File: src/hw/rtl/gbk_pkg.sv
package gbk_pkg;

  localparam int QueueDepthDefault = 4;

  localparam logic [7:0] HiFirst   = 8'h81;
  localparam logic [7:0] LoFirst   = 8'h40;
  localparam logic [7:0] CodeVoid  = 8'hff;
  localparam logic [7:0] LoGap     = 8'h7f;
  localparam logic [7:0] LoAbove   = 8'h41;
  localparam logic [14:0] RowCodes = 15'd190;

  localparam logic [5:0] Size16 = 6'd16;
  localparam logic [5:0] Size24 = 6'd24;
  localparam logic [5:0] Size32 = 6'd32;

  localparam logic [7:0] Len16 = 8'd32;
  localparam logic [7:0] Len24 = 8'd72;
  localparam logic [7:0] Len32 = 8'd128;

  typedef enum logic [2:0] {
    CFG_GLYPH_SIZE   = 3'd0,
    CFG_OPAQUE_MODE  = 3'd1,
    CFG_TEXT_COLOR   = 3'd2,
    CFG_BACK_COLOR   = 3'd3,
    CFG_BASE_ADDR_16 = 3'd4,
    CFG_BASE_ADDR_24 = 3'd5,
    CFG_BASE_ADDR_32 = 3'd6
  } cfg_index_t;

  typedef enum logic {
    KIND_READ  = 1'b0,
    KIND_PIXEL = 1'b1
  } kind_t;

  typedef enum logic {
    ACT_START = 1'b0,
    ACT_BYTE  = 1'b1
  } action_t;

  typedef struct packed {
    logic        opaque;
    logic [15:0] text_color;
    logic [15:0] back_color;
  } pix_cfg_t;

  typedef struct packed {
    logic        is_req;
    logic [31:0] base;
    logic [14:0] index;
    logic [7:0]  length;
    logic        blank;
    logic [7:0]  bits;
    logic [15:0] col;
    logic [15:0] row;
    logic [3:0]  count;
  } job_t;

  function automatic logic [7:0] glyph_len(input logic [5:0] size);
    logic [7:0] len;
    case (size)
      Size16:  len = Len16;
      Size24:  len = Len24;
      Size32:  len = Len32;
      default: len = 8'd0;
    endcase
    return len;
  endfunction

endpackage

File: src/hw/rtl/gbk_front.sv
module gbk_front (
  input  logic              clk,
  input  logic              rst,
  input  logic              cfg_write,
  input  logic [2:0]        cfg_index,
  input  logic [31:0]       cfg_data,
  input  logic              in_valid,
  input  logic              action,
  input  logic [7:0]        code_high,
  input  logic [7:0]        code_low,
  input  logic [15:0]       origin_x,
  input  logic [15:0]       origin_y,
  input  logic [7:0]        bitmap_byte,
  input  logic              full,
  output logic              push,
  output gbk_pkg::job_t     job,
  output gbk_pkg::pix_cfg_t pix_cfg
);
  import gbk_pkg::*;

  logic [5:0]  glyph_size;
  logic        opaque_mode;
  logic [15:0] text_color;
  logic [15:0] back_color;
  logic [31:0] base_addr_16;
  logic [31:0] base_addr_24;
  logic [31:0] base_addr_32;

  logic [15:0] column_x;
  logic [15:0] top_row;
  logic [4:0]  row_offset;
  logic [7:0]  bytes_taken;
  logic        blank_flag;
  logic        glyph_active;

  logic        accept;
  logic [7:0]  len;
  logic        blank;
  logic [7:0]  hi_off;
  logic [7:0]  lo_off;
  logic [14:0] index;
  logic [31:0] base_sel;
  logic        byte_ok;
  logic [6:0]  size7;
  logic [6:0]  ro7;
  logic        col_end;
  logic [3:0]  nbits;
  logic [7:0]  taken_next;

  assign pix_cfg.opaque     = opaque_mode;
  assign pix_cfg.text_color = text_color;
  assign pix_cfg.back_color = back_color;

  assign accept  = in_valid && !full;
  assign len     = glyph_len(glyph_size);
  assign byte_ok = glyph_active && (len != 8'd0) && (bytes_taken < len);

  always_comb begin
    blank  = (code_high < HiFirst) || (code_low < LoFirst) ||
             (code_low == CodeVoid) || (code_high == CodeVoid);
    hi_off = code_high - HiFirst;
    lo_off = (code_low < LoGap) ? code_low - LoFirst : code_low - LoAbove;
    index  = ({8'd0, hi_off[6:0]} * RowCodes) + {7'd0, lo_off};
    case (glyph_size)
      Size16:  base_sel = base_addr_16;
      Size24:  base_sel = base_addr_24;
      default: base_sel = base_addr_32;
    endcase
  end

  always_comb begin
    size7   = {1'b0, glyph_size};
    ro7     = {2'b00, row_offset};
    col_end = (ro7 + 7'd8) >= size7;
    if (!col_end) begin
      nbits = 4'd8;
    end else if (ro7 >= size7) begin
      nbits = 4'd1;
    end else begin
      nbits = 4'(size7 - ro7);
    end
    taken_next = bytes_taken + 8'd1;
  end

  always_comb begin
    job  = '0;
    push = 1'b0;
    if (action == ACT_START) begin
      push         = accept && (len != 8'd0);
      job.is_req   = 1'b1;
      job.base     = blank ? 32'd0 : base_sel;
      job.index    = blank ? 15'd0 : index;
      job.length   = len;
      job.blank    = blank;
    end else begin
      push      = accept && byte_ok;
      job.bits  = blank_flag ? 8'd0 : bitmap_byte;
      job.col   = column_x;
      job.row   = top_row + {11'd0, row_offset};
      job.count = nbits;
    end
  end

  always_ff @(posedge clk) begin
    if (rst) begin
      glyph_size   <= Size16;
      opaque_mode  <= 1'b0;
      text_color   <= 16'hffff;
      back_color   <= 16'd0;
      base_addr_16 <= 32'd0;
      base_addr_24 <= 32'd0;
      base_addr_32 <= 32'd0;
    end else if (cfg_write) begin
      case (cfg_index)
        CFG_GLYPH_SIZE:   glyph_size   <= cfg_data[5:0];
        CFG_OPAQUE_MODE:  opaque_mode  <= cfg_data[0];
        CFG_TEXT_COLOR:   text_color   <= cfg_data[15:0];
        CFG_BACK_COLOR:   back_color   <= cfg_data[15:0];
        CFG_BASE_ADDR_16: base_addr_16 <= cfg_data;
        CFG_BASE_ADDR_24: base_addr_24 <= cfg_data;
        CFG_BASE_ADDR_32: base_addr_32 <= cfg_data;
        default: ;
      endcase
    end
  end

  always_ff @(posedge clk) begin
    if (rst) begin
      column_x     <= 16'd0;
      top_row      <= 16'd0;
      row_offset   <= 5'd0;
      bytes_taken  <= 8'd0;
      blank_flag   <= 1'b0;
      glyph_active <= 1'b0;
    end else if (accept) begin
      if (action == ACT_START) begin
        if (len == 8'd0) begin
          glyph_active <= 1'b0;
        end else begin
          column_x     <= origin_x;
          top_row      <= origin_y;
          row_offset   <= 5'd0;
          bytes_taken  <= 8'd0;
          blank_flag   <= blank;
          glyph_active <= 1'b1;
        end
      end else if (byte_ok) begin
        if (col_end) begin
          row_offset <= 5'd0;
          column_x   <= column_x + 16'd1;
        end else begin
          row_offset <= row_offset + 5'd8;
        end
        bytes_taken <= taken_next;
        if (taken_next >= len) begin
          glyph_active <= 1'b0;
        end
      end
    end
  end

endmodule

File: src/hw/rtl/gbk_queue.sv
module gbk_queue #(
  parameter int Depth = gbk_pkg::QueueDepthDefault
) (
  input  logic          clk,
  input  logic          rst,
  input  logic          push,
  input  gbk_pkg::job_t push_data,
  output logic          full,
  input  logic          pop,
  output gbk_pkg::job_t head,
  output logic          empty
);
  import gbk_pkg::*;

  localparam int PtrW = $clog2(Depth);
  localparam int CntW = $clog2(Depth + 1);
  localparam logic [PtrW-1:0] PtrLast = PtrW'(Depth - 1);
  localparam logic [CntW-1:0] CntFull = CntW'(Depth);

  job_t            store [Depth];
  logic [PtrW-1:0] wr_ptr;
  logic [PtrW-1:0] rd_ptr;
  logic [CntW-1:0] fill;

  assign full  = (fill == CntFull);
  assign empty = (fill == '0);
  assign head  = store[rd_ptr];

  always_ff @(posedge clk) begin
    if (push) begin
      store[wr_ptr] <= push_data;
    end
  end

  always_ff @(posedge clk) begin
    if (rst) begin
      wr_ptr <= '0;
      rd_ptr <= '0;
      fill   <= '0;
    end else begin
      if (push) begin
        wr_ptr <= (wr_ptr == PtrLast) ? '0 : wr_ptr + PtrW'(1);
      end
      if (pop) begin
        rd_ptr <= (rd_ptr == PtrLast) ? '0 : rd_ptr + PtrW'(1);
      end
      if (push && !pop) begin
        fill <= fill + CntW'(1);
      end else if (pop && !push) begin
        fill <= fill - CntW'(1);
      end
    end
  end

endmodule

File: src/hw/rtl/gbk_back.sv
module gbk_back (
  input  logic              clk,
  input  logic              rst,
  input  gbk_pkg::pix_cfg_t pix_cfg,
  input  gbk_pkg::job_t     head,
  input  logic              empty,
  output logic              pop,
  output logic              out_valid,
  input  logic              out_stall,
  output logic              kind,
  output logic [31:0]       read_address,
  output logic [7:0]        read_length,
  output logic              blank_glyph,
  output logic [15:0]       pixel_x,
  output logic [15:0]       pixel_y,
  output logic [15:0]       pixel_color,
  output logic              last
);
  import gbk_pkg::*;

  logic        busy;
  job_t        cur;
  logic        can_load;
  logic        emit;
  logic        advance;
  logic        more_set;
  logic        more;
  logic [21:0] scaled;
  logic [31:0] addr;

  always_comb begin
    can_load = !out_valid || !out_stall;
    emit     = cur.is_req || cur.bits[7] || pix_cfg.opaque;
    advance  = busy && (!emit || can_load);
    pop      = !busy && !empty;
    more_set = 1'b0;
    for (int i = 0; i < 7; i++) begin
      if ((4'(i + 1) < cur.count) && cur.bits[6 - i]) begin
        more_set = 1'b1;
      end
    end
    more = pix_cfg.opaque ? (cur.count > 4'd1) : more_set;
    case (cur.length)
      Len16:   scaled = {2'b00, cur.index, 5'd0};
      Len24:   scaled = {1'b0, cur.index, 6'd0} + {4'd0, cur.index, 3'd0};
      default: scaled = {cur.index, 7'd0};
    endcase
    addr = cur.base + {10'd0, scaled};
  end

  always_ff @(posedge clk) begin
    if (rst) begin
      busy      <= 1'b0;
      out_valid <= 1'b0;
    end else begin
      if (pop) begin
        busy <= 1'b1;
      end else if (advance && (cur.is_req || cur.count == 4'd1)) begin
        busy <= 1'b0;
      end
      if (advance && emit) begin
        out_valid <= 1'b1;
      end else if (!out_stall) begin
        out_valid <= 1'b0;
      end
    end
  end

  always_ff @(posedge clk) begin
    if (pop) begin
      cur <= head;
    end else if (advance) begin
      cur.bits  <= {cur.bits[6:0], 1'b0};
      cur.row   <= cur.row + 16'd1;
      cur.count <= cur.count - 4'd1;
    end
  end

  always_ff @(posedge clk) begin
    if (advance && emit) begin
      if (cur.is_req) begin
        kind         <= KIND_READ;
        read_address <= addr;
        read_length  <= cur.length;
        blank_glyph  <= cur.blank;
        pixel_x      <= 16'd0;
        pixel_y      <= 16'd0;
        pixel_color  <= 16'd0;
        last         <= 1'b1;
      end else begin
        kind         <= KIND_PIXEL;
        read_address <= 32'd0;
        read_length  <= 8'd0;
        blank_glyph  <= 1'b0;
        pixel_x      <= cur.col;
        pixel_y      <= cur.row;
        pixel_color  <= cur.bits[7] ? pix_cfg.text_color : pix_cfg.back_color;
        last         <= !more;
      end
    end
  end

endmodule

File: src/hw/rtl/gbk_glyph_fetch_and_raster_unit.sv
// Channel   Direction  Handshake             Word
// config    in         cfg_write             cfg_index, cfg_data
// input     in         in_valid / in_stall   action, code, origin, bitmap_byte
// output    out        out_valid / out_stall read request or pixel write
//
// The front takes one word per cycle while the job queue has room.
// The back loads a job from the queue, then handles its read request or
// its glyph row bits in turn, one bit at a time, until the job is done.
// Reset is synchronous and clears the queue, glyph state, config registers and the back's busy and valid flags.
// A stall on the output holds the back; the queue keeps the front going.
module gbk_glyph_fetch_and_raster_unit #(
  parameter int QueueDepth = gbk_pkg::QueueDepthDefault
) (
  input  logic        clk,
  input  logic        rst,
  input  logic        cfg_write,
  input  logic [2:0]  cfg_index,
  input  logic [31:0] cfg_data,
  input  logic        in_valid,
  output logic        in_stall,
  input  logic        action,
  input  logic [7:0]  code_high,
  input  logic [7:0]  code_low,
  input  logic [15:0] origin_x,
  input  logic [15:0] origin_y,
  input  logic [7:0]  bitmap_byte,
  output logic        out_valid,
  input  logic        out_stall,
  output logic        kind,
  output logic [31:0] read_address,
  output logic [7:0]  read_length,
  output logic        blank_glyph,
  output logic [15:0] pixel_x,
  output logic [15:0] pixel_y,
  output logic [15:0] pixel_color,
  output logic        last
);
  import gbk_pkg::*;

  logic     full;
  logic     empty;
  logic     push;
  logic     pop;
  job_t     job;
  job_t     head;
  pix_cfg_t pix_cfg;

  assign in_stall = full;

  gbk_front u_front (
    .clk         (clk),
    .rst         (rst),
    .cfg_write   (cfg_write),
    .cfg_index   (cfg_index),
    .cfg_data    (cfg_data),
    .in_valid    (in_valid),
    .action      (action),
    .code_high   (code_high),
    .code_low    (code_low),
    .origin_x    (origin_x),
    .origin_y    (origin_y),
    .bitmap_byte (bitmap_byte),
    .full        (full),
    .push        (push),
    .job         (job),
    .pix_cfg     (pix_cfg)
  );

  gbk_queue #(
    .Depth (QueueDepth)
  ) u_queue (
    .clk       (clk),
    .rst       (rst),
    .push      (push),
    .push_data (job),
    .full      (full),
    .pop       (pop),
    .head      (head),
    .empty     (empty)
  );

  gbk_back u_back (
    .clk          (clk),
    .rst          (rst),
    .pix_cfg      (pix_cfg),
    .head         (head),
    .empty        (empty),
    .pop          (pop),
    .out_valid    (out_valid),
    .out_stall    (out_stall),
    .kind         (kind),
    .read_address (read_address),
    .read_length  (read_length),
    .blank_glyph  (blank_glyph),
    .pixel_x      (pixel_x),
    .pixel_y      (pixel_y),
    .pixel_color  (pixel_color),
    .last         (last)
  );

endmodule
File: config.mk
export PLATFORM = sky130hd
export DESIGN_NAME = gbk_glyph_fetch_and_raster_unit
export DESIGN_NICKNAME = d
export VERILOG_FILES = /design/src/hw/rtl/gbk_pkg.sv /design/src/hw/rtl/gbk_front.sv /design/src/hw/rtl/gbk_queue.sv /design/src/hw/rtl/gbk_back.sv /design/src/hw/rtl/gbk_glyph_fetch_and_raster_unit.sv
export SDC_FILE = /design/constraint.sdc
export NUM_CORES = 1
export LEC_CHECK = 0
export ABC_CLOCK_PERIOD_IN_PS = 14400
export BUFFER_PORTS_ARGS = -buffer_cell sky130_fd_sc_hd__buf_2
export CORE_UTILIZATION = 65
export DETAILED_ROUTE_END_ITERATION = 16
export PLACE_DENSITY = 0.84
export RECOVER_POWER = 100
export SLEW_MARGIN = 20
export SYNTH_ARGS = -nofsm -noshare
export SYNTH_HDL_FRONTEND = slang
export SYNTH_HIERARCHICAL = 1
export SYNTH_SLANG_ARGS = --single-unit
export TNS_END_PERCENT = 100
File: constraint.sdc
create_clock -name clk -period 14.4 [get_ports clk]
set_clock_uncertainty 0.2 [all_clocks]
set_input_delay 0 -clock clk [delete_from_list [all_inputs] [get_ports clk]]
set_output_delay 0 -clock clk [all_outputs]
set_load 0.02 [all_outputs]
Word-level counts from Yosys, hierarchy flattened
Memories as Yosys holds them, arrays and structs flattened. A register that Yosys moved wholly into a read port is not among the register bits.
Cells that the tools add are included.
{"block": "word_totals", "regBits": 383, "mem_bits_rw": 404, "out_inout_bits": 93, "word_cells": 200, "memories": 1}
{"block": "op_classes", "addsub": 18, "n_mul": 1, "magnitude_cmp": 15, "n_eq_ne": 22, "mux": 53, "n_bitwise": 2, "reduce_logical": 53}
{"memory": "u_queue.store", "depth": 4, "width": 101, "read_ports": 1, "rd_clocked_by_memory_dff": 1, "write_ports": 1, "line_no": "gbk_queue.sv:20", "source": "job_t store [Depth];"}
{"operator": "16-bit 2-to-1 mux", "n": 5}
{"operator": "32-bit one-hot mux with 2 select lines", "n": 1}
{"operator": "57-bit 2-to-1 mux", "n": 1}
{"operator": "8-bit 2-to-1 mux", "n": 7}
{"operator": "44-bit 2-to-1 mux", "n": 1}
{"operator": "22-bit one-hot mux with 2 select lines", "n": 1}
{"operator": "20-bit 2-to-1 mux", "n": 2}
{"operator": "16-bit by 1-bit adder with 16-bit output (second input constant)", "n": 2}
{"operator": "32-bit by 22-bit adder with 32-bit output", "n": 1}
{"operator": "32-bit 2-to-1 mux", "n": 1}
{"operator": "8-bit one-hot mux with 3 select lines", "n": 1}
{"operator": "21-bit by 18-bit adder with 22-bit output", "n": 1}
{"operator": "1-bit 2-to-1 mux", "n": 20}
{"operator": "5-bit 2-to-1 mux", "n": 4}
{"operator": "1-bit logical AND", "n": 18}
{"operator": "16-bit by 5-bit adder with 16-bit output", "n": 1}
{"operator": "8-bit equality test (second input constant)", "n": 2}
{"operator": "3-bit by 4-bit < comparator with 1-bit output (first input constant)", "n": 4}
{"operator": "8-bit by 7-bit < comparator with 1-bit output (second input constant)", "n": 2}
{"operator": "8-bit by 7-bit subtractor with 8-bit output (second input constant)", "n": 2}
{"operator": "15-bit by 8-bit adder with 15-bit output", "n": 1}
{"operator": "15-bit 2-to-1 mux", "n": 1}
{"operator": "7-bit by 7-bit multiplier with 14-bit output (second input constant)", "n": 1}
{"operator": "2-bit AND reduction", "n": 7}
{"operator": "40 further kinds", "n": 77}

Logic depth before layout (Yosys ltp)
{"block": "depth", "word_depth": 11, "ltp_mapped": 24}

Modules after synthesis
Netlist, hierarchy kept.
{"mod": "gbk_queue", "instances": 1, "cells_per_inst": 571, "area_per_inst_um2": 15016.9}
{"mod": "gbk_front", "instances": 1, "cells_per_inst": 1441, "area_per_inst_um2": 10717.8}
{"mod": "gbk_back", "instances": 1, "cells_per_inst": 750, "area_per_inst_um2": 9347.7}

Worst setup path after synthesis
Ideal clock, no wire load.
{"block": "synth_path", "path_kind": "reg2reg", "start": "register u_front.glyph_size[0]", "end": "memory u_queue/store[0][0] (netlist bit) (enable)", "setup_time_ns": 0.471, "arrival_time_ns": 4.988, "slack_ns": 8.741, "path_stages_with_launch": 13, "n_path_buf": 2, "cell_sequence": "dfxtp_1 nor3_4 and3_1 clkbuf_1 clkbuf_1 inv_1 ha_1 a21o_1 a2111oi_4 nand2_1 a21o_1 inv_1 and2_1"}
{"block": "synth_between", "elab_chain_cells": 9, "elab_cells_between_ends": 13, "cone_classes": "order compare: 1; eq/ne: 3; mux: 4; reduce/logical: 5"}
{"item": "start, declared", "line_no": "gbk_front.sv:21", "source": "logic [5:0] glyph_size;"}
{"item": "start signal, assigned", "line_no": "gbk_front.sv:106", "source": "glyph_size <= Size16;"}
{"item": "start signal, assigned", "line_no": "gbk_front.sv:115", "source": "CFG_GLYPH_SIZE: glyph_size <= cfg_data[5:0];"}
{"item": "6-bit equality test / 6-bit by 5-bit equality test with 1-bit output (equally long branches)", "line_no": "gbk_pkg.sv:60", "source": "case (size)"}
{"item": "8-bit one-hot mux with 3 select lines *", "line_no": "gbk_pkg.sv:60"}
{"item": "parallel branches: the longest is 4 deep, another holds 8-bit < comparator"}
{"item": "1-bit 2-to-1 mux *", "line_no": "gbk_front.sv:88", "source": "if (action == ACT_START) begin"}
{"item": "via push", "line_no": "gbk_glyph_fetch_and_raster_unit.sv:42", "source": "logic push;"}
{"item": "1-bit 2-to-1 mux *", "line_no": "gbk_queue.sv:30", "source": "if (push) begin"}
{"item": "1-bit 2-to-1 mux (implied by the code) *", "line_no": "gbk_queue.sv:31", "source": "store[wr_ptr] <= push_data;"}
{"item": "end, declared", "line_no": "gbk_queue.sv:20"}
Mark *: on every way through the listed nets, which the timed path passes.

Final worst setup path
{"block": "layout_path", "start": "register u_front.glyph_size[0]", "end": "register u_front.column_x[7]"}
{"block": "layout_between", "elab_chain_cells": 7, "elab_cells_between_ends": 14, "cone_classes": "order compare: 2; eq/ne: 6; mux: 1; reduce/logical: 5"}
{"item": "parallel branches: the longest is 6 deep, another holds 8-bit < comparator"}
{"item": "4-bit AND reduction (no source line) *"}
{"item": "end signal, assigned", "line_no": "gbk_front.sv:140", "source": "column_x <= origin_x;"}
{"item": "end signal, assigned", "line_no": "gbk_front.sv:150", "source": "column_x <= column_x + 16'd1;"}
{"item": "end, declared", "line_no": "gbk_front.sv:29", "source": "logic [15:0] column_x;"}
Every way passes the cells marked *.
A chain may end at the register's enable or synchronous reset.

==> reports/qor.yml <==
cts_tree: "built"
die_area_sq_um: 54910
status: "finished with violations"
power.share.sequential_pct: 40.4
worstReg2RegEnd: "u_front/column_x[7]"
synth.avg_cell_area_sq_um: 12.70
row_count: 84
ys_types: 81
crit_path_start: "u_front/glyph_size[0]"
hp-class: "primary input to flop"
synth-main-ff-cell: "edfxtp_1"
p_sw_mw: 2.843
rsz0062_at_grt: "false"
clock_latency_ns: 0.63
power_frac_clock_pct: 25.5
cpPeakStageDelay_ns: 1.53
ant_nets: 0
crit_end: "u_front/column_x[7]"
htree_levels: 3
grtUsageTotal_pct: 34.93
initial_core_util_pct: 66.23
grt_max_degree: 125
cpLargestDelayFamily: "buffers and inverters"
synth-warning-count: 6
failed_checks: "max-capacitance violations, max-slew violations"
intPower_mw: 5.223
finalNetCount: 3301
crit_path_max_fanout: 33
maxSlewHeadroom_pct: -245.9
areaGrowthSynthToFinish_pct: 14.85
ys_seq_area_share_pct: 61.86
critical_path.cell_chain: "nor3_1 > and3_1 > clkbuf_1 > inv_1 > ha_1 > nand3_1 > a31oi_1 > a2111oi_0 > a31oi_4 > nor2_1 > o21ai_0 > dlygate4sd3_1 > a21oi_1 > dlygate4sd3_1"
start_kind: "flop"
crit_type: "flop to flop"
leakagePower_nw: 14.21
reg2reg_from: "u_front/glyph_size[0]"
ioPinCount: 190
core_sq_um: 52970
vdd_drop_max_v: 0.0001284
drive_above_1_share_pct: 11.26
cts.path.max_buffers: 3
cp_common_cell: "dlygate4sd3_1"
dieWidth_um: 234.3
rr_worst_depth: 14
worstSetupEndpointType: "flop"
p_per_area_nw_per_um2: 200.2
worst-path-stages: 14
tightest_slew_ns: 5.188
netlist_instances: 2762
root_buffer: "clkbuf_16"
worstPathRequired_ns: 14.76
r2r_setup_slack_ns: 6.14
timing.final.crit_share_pct: 57.35
grt_antenna_before_repair: 5
final_common_cell: "edfxtp_1"
grt-ovfl-total: 0
combPwrFrac_pct: 34.0
p_sw_share_pct: 35.24
top_usage_layer: "met2"
dp_hpwl_mm: 51.17
finalMaxSlewViolations: 862
cts_sinks: 786
cts.clk_slew.worst_paths_ns: 0.07
io_buffers: 189
grt_pass1_wl_mm: 143.4
vias: 25000
cts_buffers: 78
postPlaceCellArea_sq_um: 36530
first_global_vias: 24520
fin_setup_tns_ns: 0
synth_area_leader_cell: "edfxtp_1"
total_power_mw: 8.065
period_minus_slack_ns: 8.258
synth_area_leaders: "edfxtp_1 51%, dfxtp_1 11%, mux4_2 6.5%"
use_met2_pct: 57.11
synth_edf_count: 596
gp_congestion: 0.8937
critPathArrivalTime_ns: 8.61
avgRoutedWirePerCell_um: 24.78
final_cell_mix: "596 x edfxtp_1, 440 x nand2_1, 202 x a21oi_1"
grt_use_met1_pct: 46.11
fmax_ghz: 0.1211
hold_viol_final: 0
synth.ff_latch_count: 786
first_pass_iters: 12
drc: 0
maxCapViolations: 18
use_met3_pct: 6.068
yosysTopAreaCellShare_pct: 51.01
drt_iter0_markers: 3661
cp_slowest_cell: "a2111oi_0"
final_cell_area_sq_um: 40290
setup_violations: 0
viasPerCell: 6.534
fin_util_pct: 76.07
path_buf_inv: 4
netlist_area_sq_um: 35080
die_h_um: 234.3
routed_wl_mm: 94.83
async_reset_ff_share_pct: 0
[synthesized netlist by cell type, types with 14 or more instances]
master,count
a221oi_1,33
inv_1,78
nand4_1,15
and3_1,17
mux2i_1,49
a21o_1,19
nand3b_1,20
xor2_1,43
a22oi_1,15
nand2_1,441
nand3_1,45
fa_1,19
ha_1,111
nand2b_1,27
a21oi_1,202
dfxtp_1,190
clkbuf_1,96
o21ai_0,68
and2_1,52
xnor2_1,38
mux4_2,101
o21ai_1,14
edfxtp_1,596
nor2b_1,51
nor3_1,28
nor2_1,202
[metal layers]
metal | share of wire (%) | routed length, um
met4 | 4.6 | 4348
met5 | 0.025 | 24
met3 | 11 | 10300
met1 | 36 | 34130
met2 | 49 | 46030
[registers in the layout, indices dropped and copies added (netlist names), 2 cells and up, named ones only]
register,cells
u_front/text_color,16
u_back/pixel_y,16
u_back/read_address,32
u_front/base_addr_24,32
u_front/column_x,16
u_front/bytes_taken,8
u_front/base_addr_32,32
u_queue/wr_ptr,2
u_front/base_addr_16,32
u_front/top_row,16
u_queue/store,404
u_back/read_length,8
u_back/cur,101
u_queue/fill,3
u_queue/rd_ptr,2
u_back/pixel_color,16
u_back/pixel_x,16
u_front/row_offset,2
u_front/glyph_size,6
u_front/back_color,16
[how the worst min path moves through the flow]
stage                               end  depth (start not counted)         start
6_report       u_front/base_addr_24[21]                          4  cfg_data[21]
5_1_grt        u_front/base_addr_24[21]                          4  cfg_data[21]
4_1_cts        u_front/base_addr_32[21]                          4  cfg_data[21]
3_5_place_dp        u_front/top_row[14]                          3  origin_y[14]
3_3_place_gp        u_front/top_row[13]                          3  origin_y[13]
2_1_floorplan           u_queue/fill[2]                          1           rst
[worst register-to-register path: stages, from the launching register on]
cell	delay (ns)
dfxtp_1	0.36
nor3_1	0.60
and3_1	0.27
clkbuf_1	1.30
inv_1	0.32
ha_1	0.39
nand3_1	0.07
a31oi_1	0.05
a2111oi_0	1.53
a31oi_4	0.24
nor2_1	1.13
o21ai_0	0.30
dlygate4sd3_1	0.67
a21oi_1	0.14
dlygate4sd3_1	0.61
[through the flow]
step / worst slack [ns] / hold slack (ns) / std cells
after floorplan: 8.741 / -0.1309 / 2766
after global placement: 8.376 / 0.04586 / 3536
after detailed placement: 8.163 / 0.05257 / 3537
after CTS: 8.671 / 0.005227 / 3824
after global routing: 5.887 / 0.04634 / 3826
final: 6.142 / 0.02582 / 3827
[power by group through the flow]
stage,Combinational (mW),Clock (mW),Sequential (mW)
detailed placement,2.58,0,3.24
floorplan,1.82,0,3.31
CTS,2.67,2.04,3.21
global route,2.95,2.15,3.28
global placement,2.47,0,3.23
finish,2.74,2.06,3.26
[final cells by class]
cell class	count	area (sq um)
Inverter	80	300.3
Multi-Input combinational cell	1767	12460
Fill cell	2968	12680
Clock inverter	34	315.3
Tap cell	688	860.8
Timing Repair Buffer	361	2434
Antenna cell	3	7.507
Sequential cell	786	21700
Clock buffer	108	2218
[cell families after synthesis]
family | Yosys count | share of synthesized area [%]
other | 2 | 0.02141
xor gates and xnor gates | 83 | 2.115
DFF | 786 | 61.86
and+or+nand+nor | 943 | 12.26
buffers and inverters | 213 | 2.668
AOI/OAI and AO/OA | 447 | 7.896
adders and majority gates | 130 | 5.043
muxes | 158 | 8.139
[what timing repair did]
action                                 CTS  global route
resized for setup                        0             0
buffers inserted                         0             0
endpoints found under the hold margin  226             0
setup endpoints to repair                0             0
hold buffers                           145             0
Note: power is estimated with default switching activity, not from simulation.
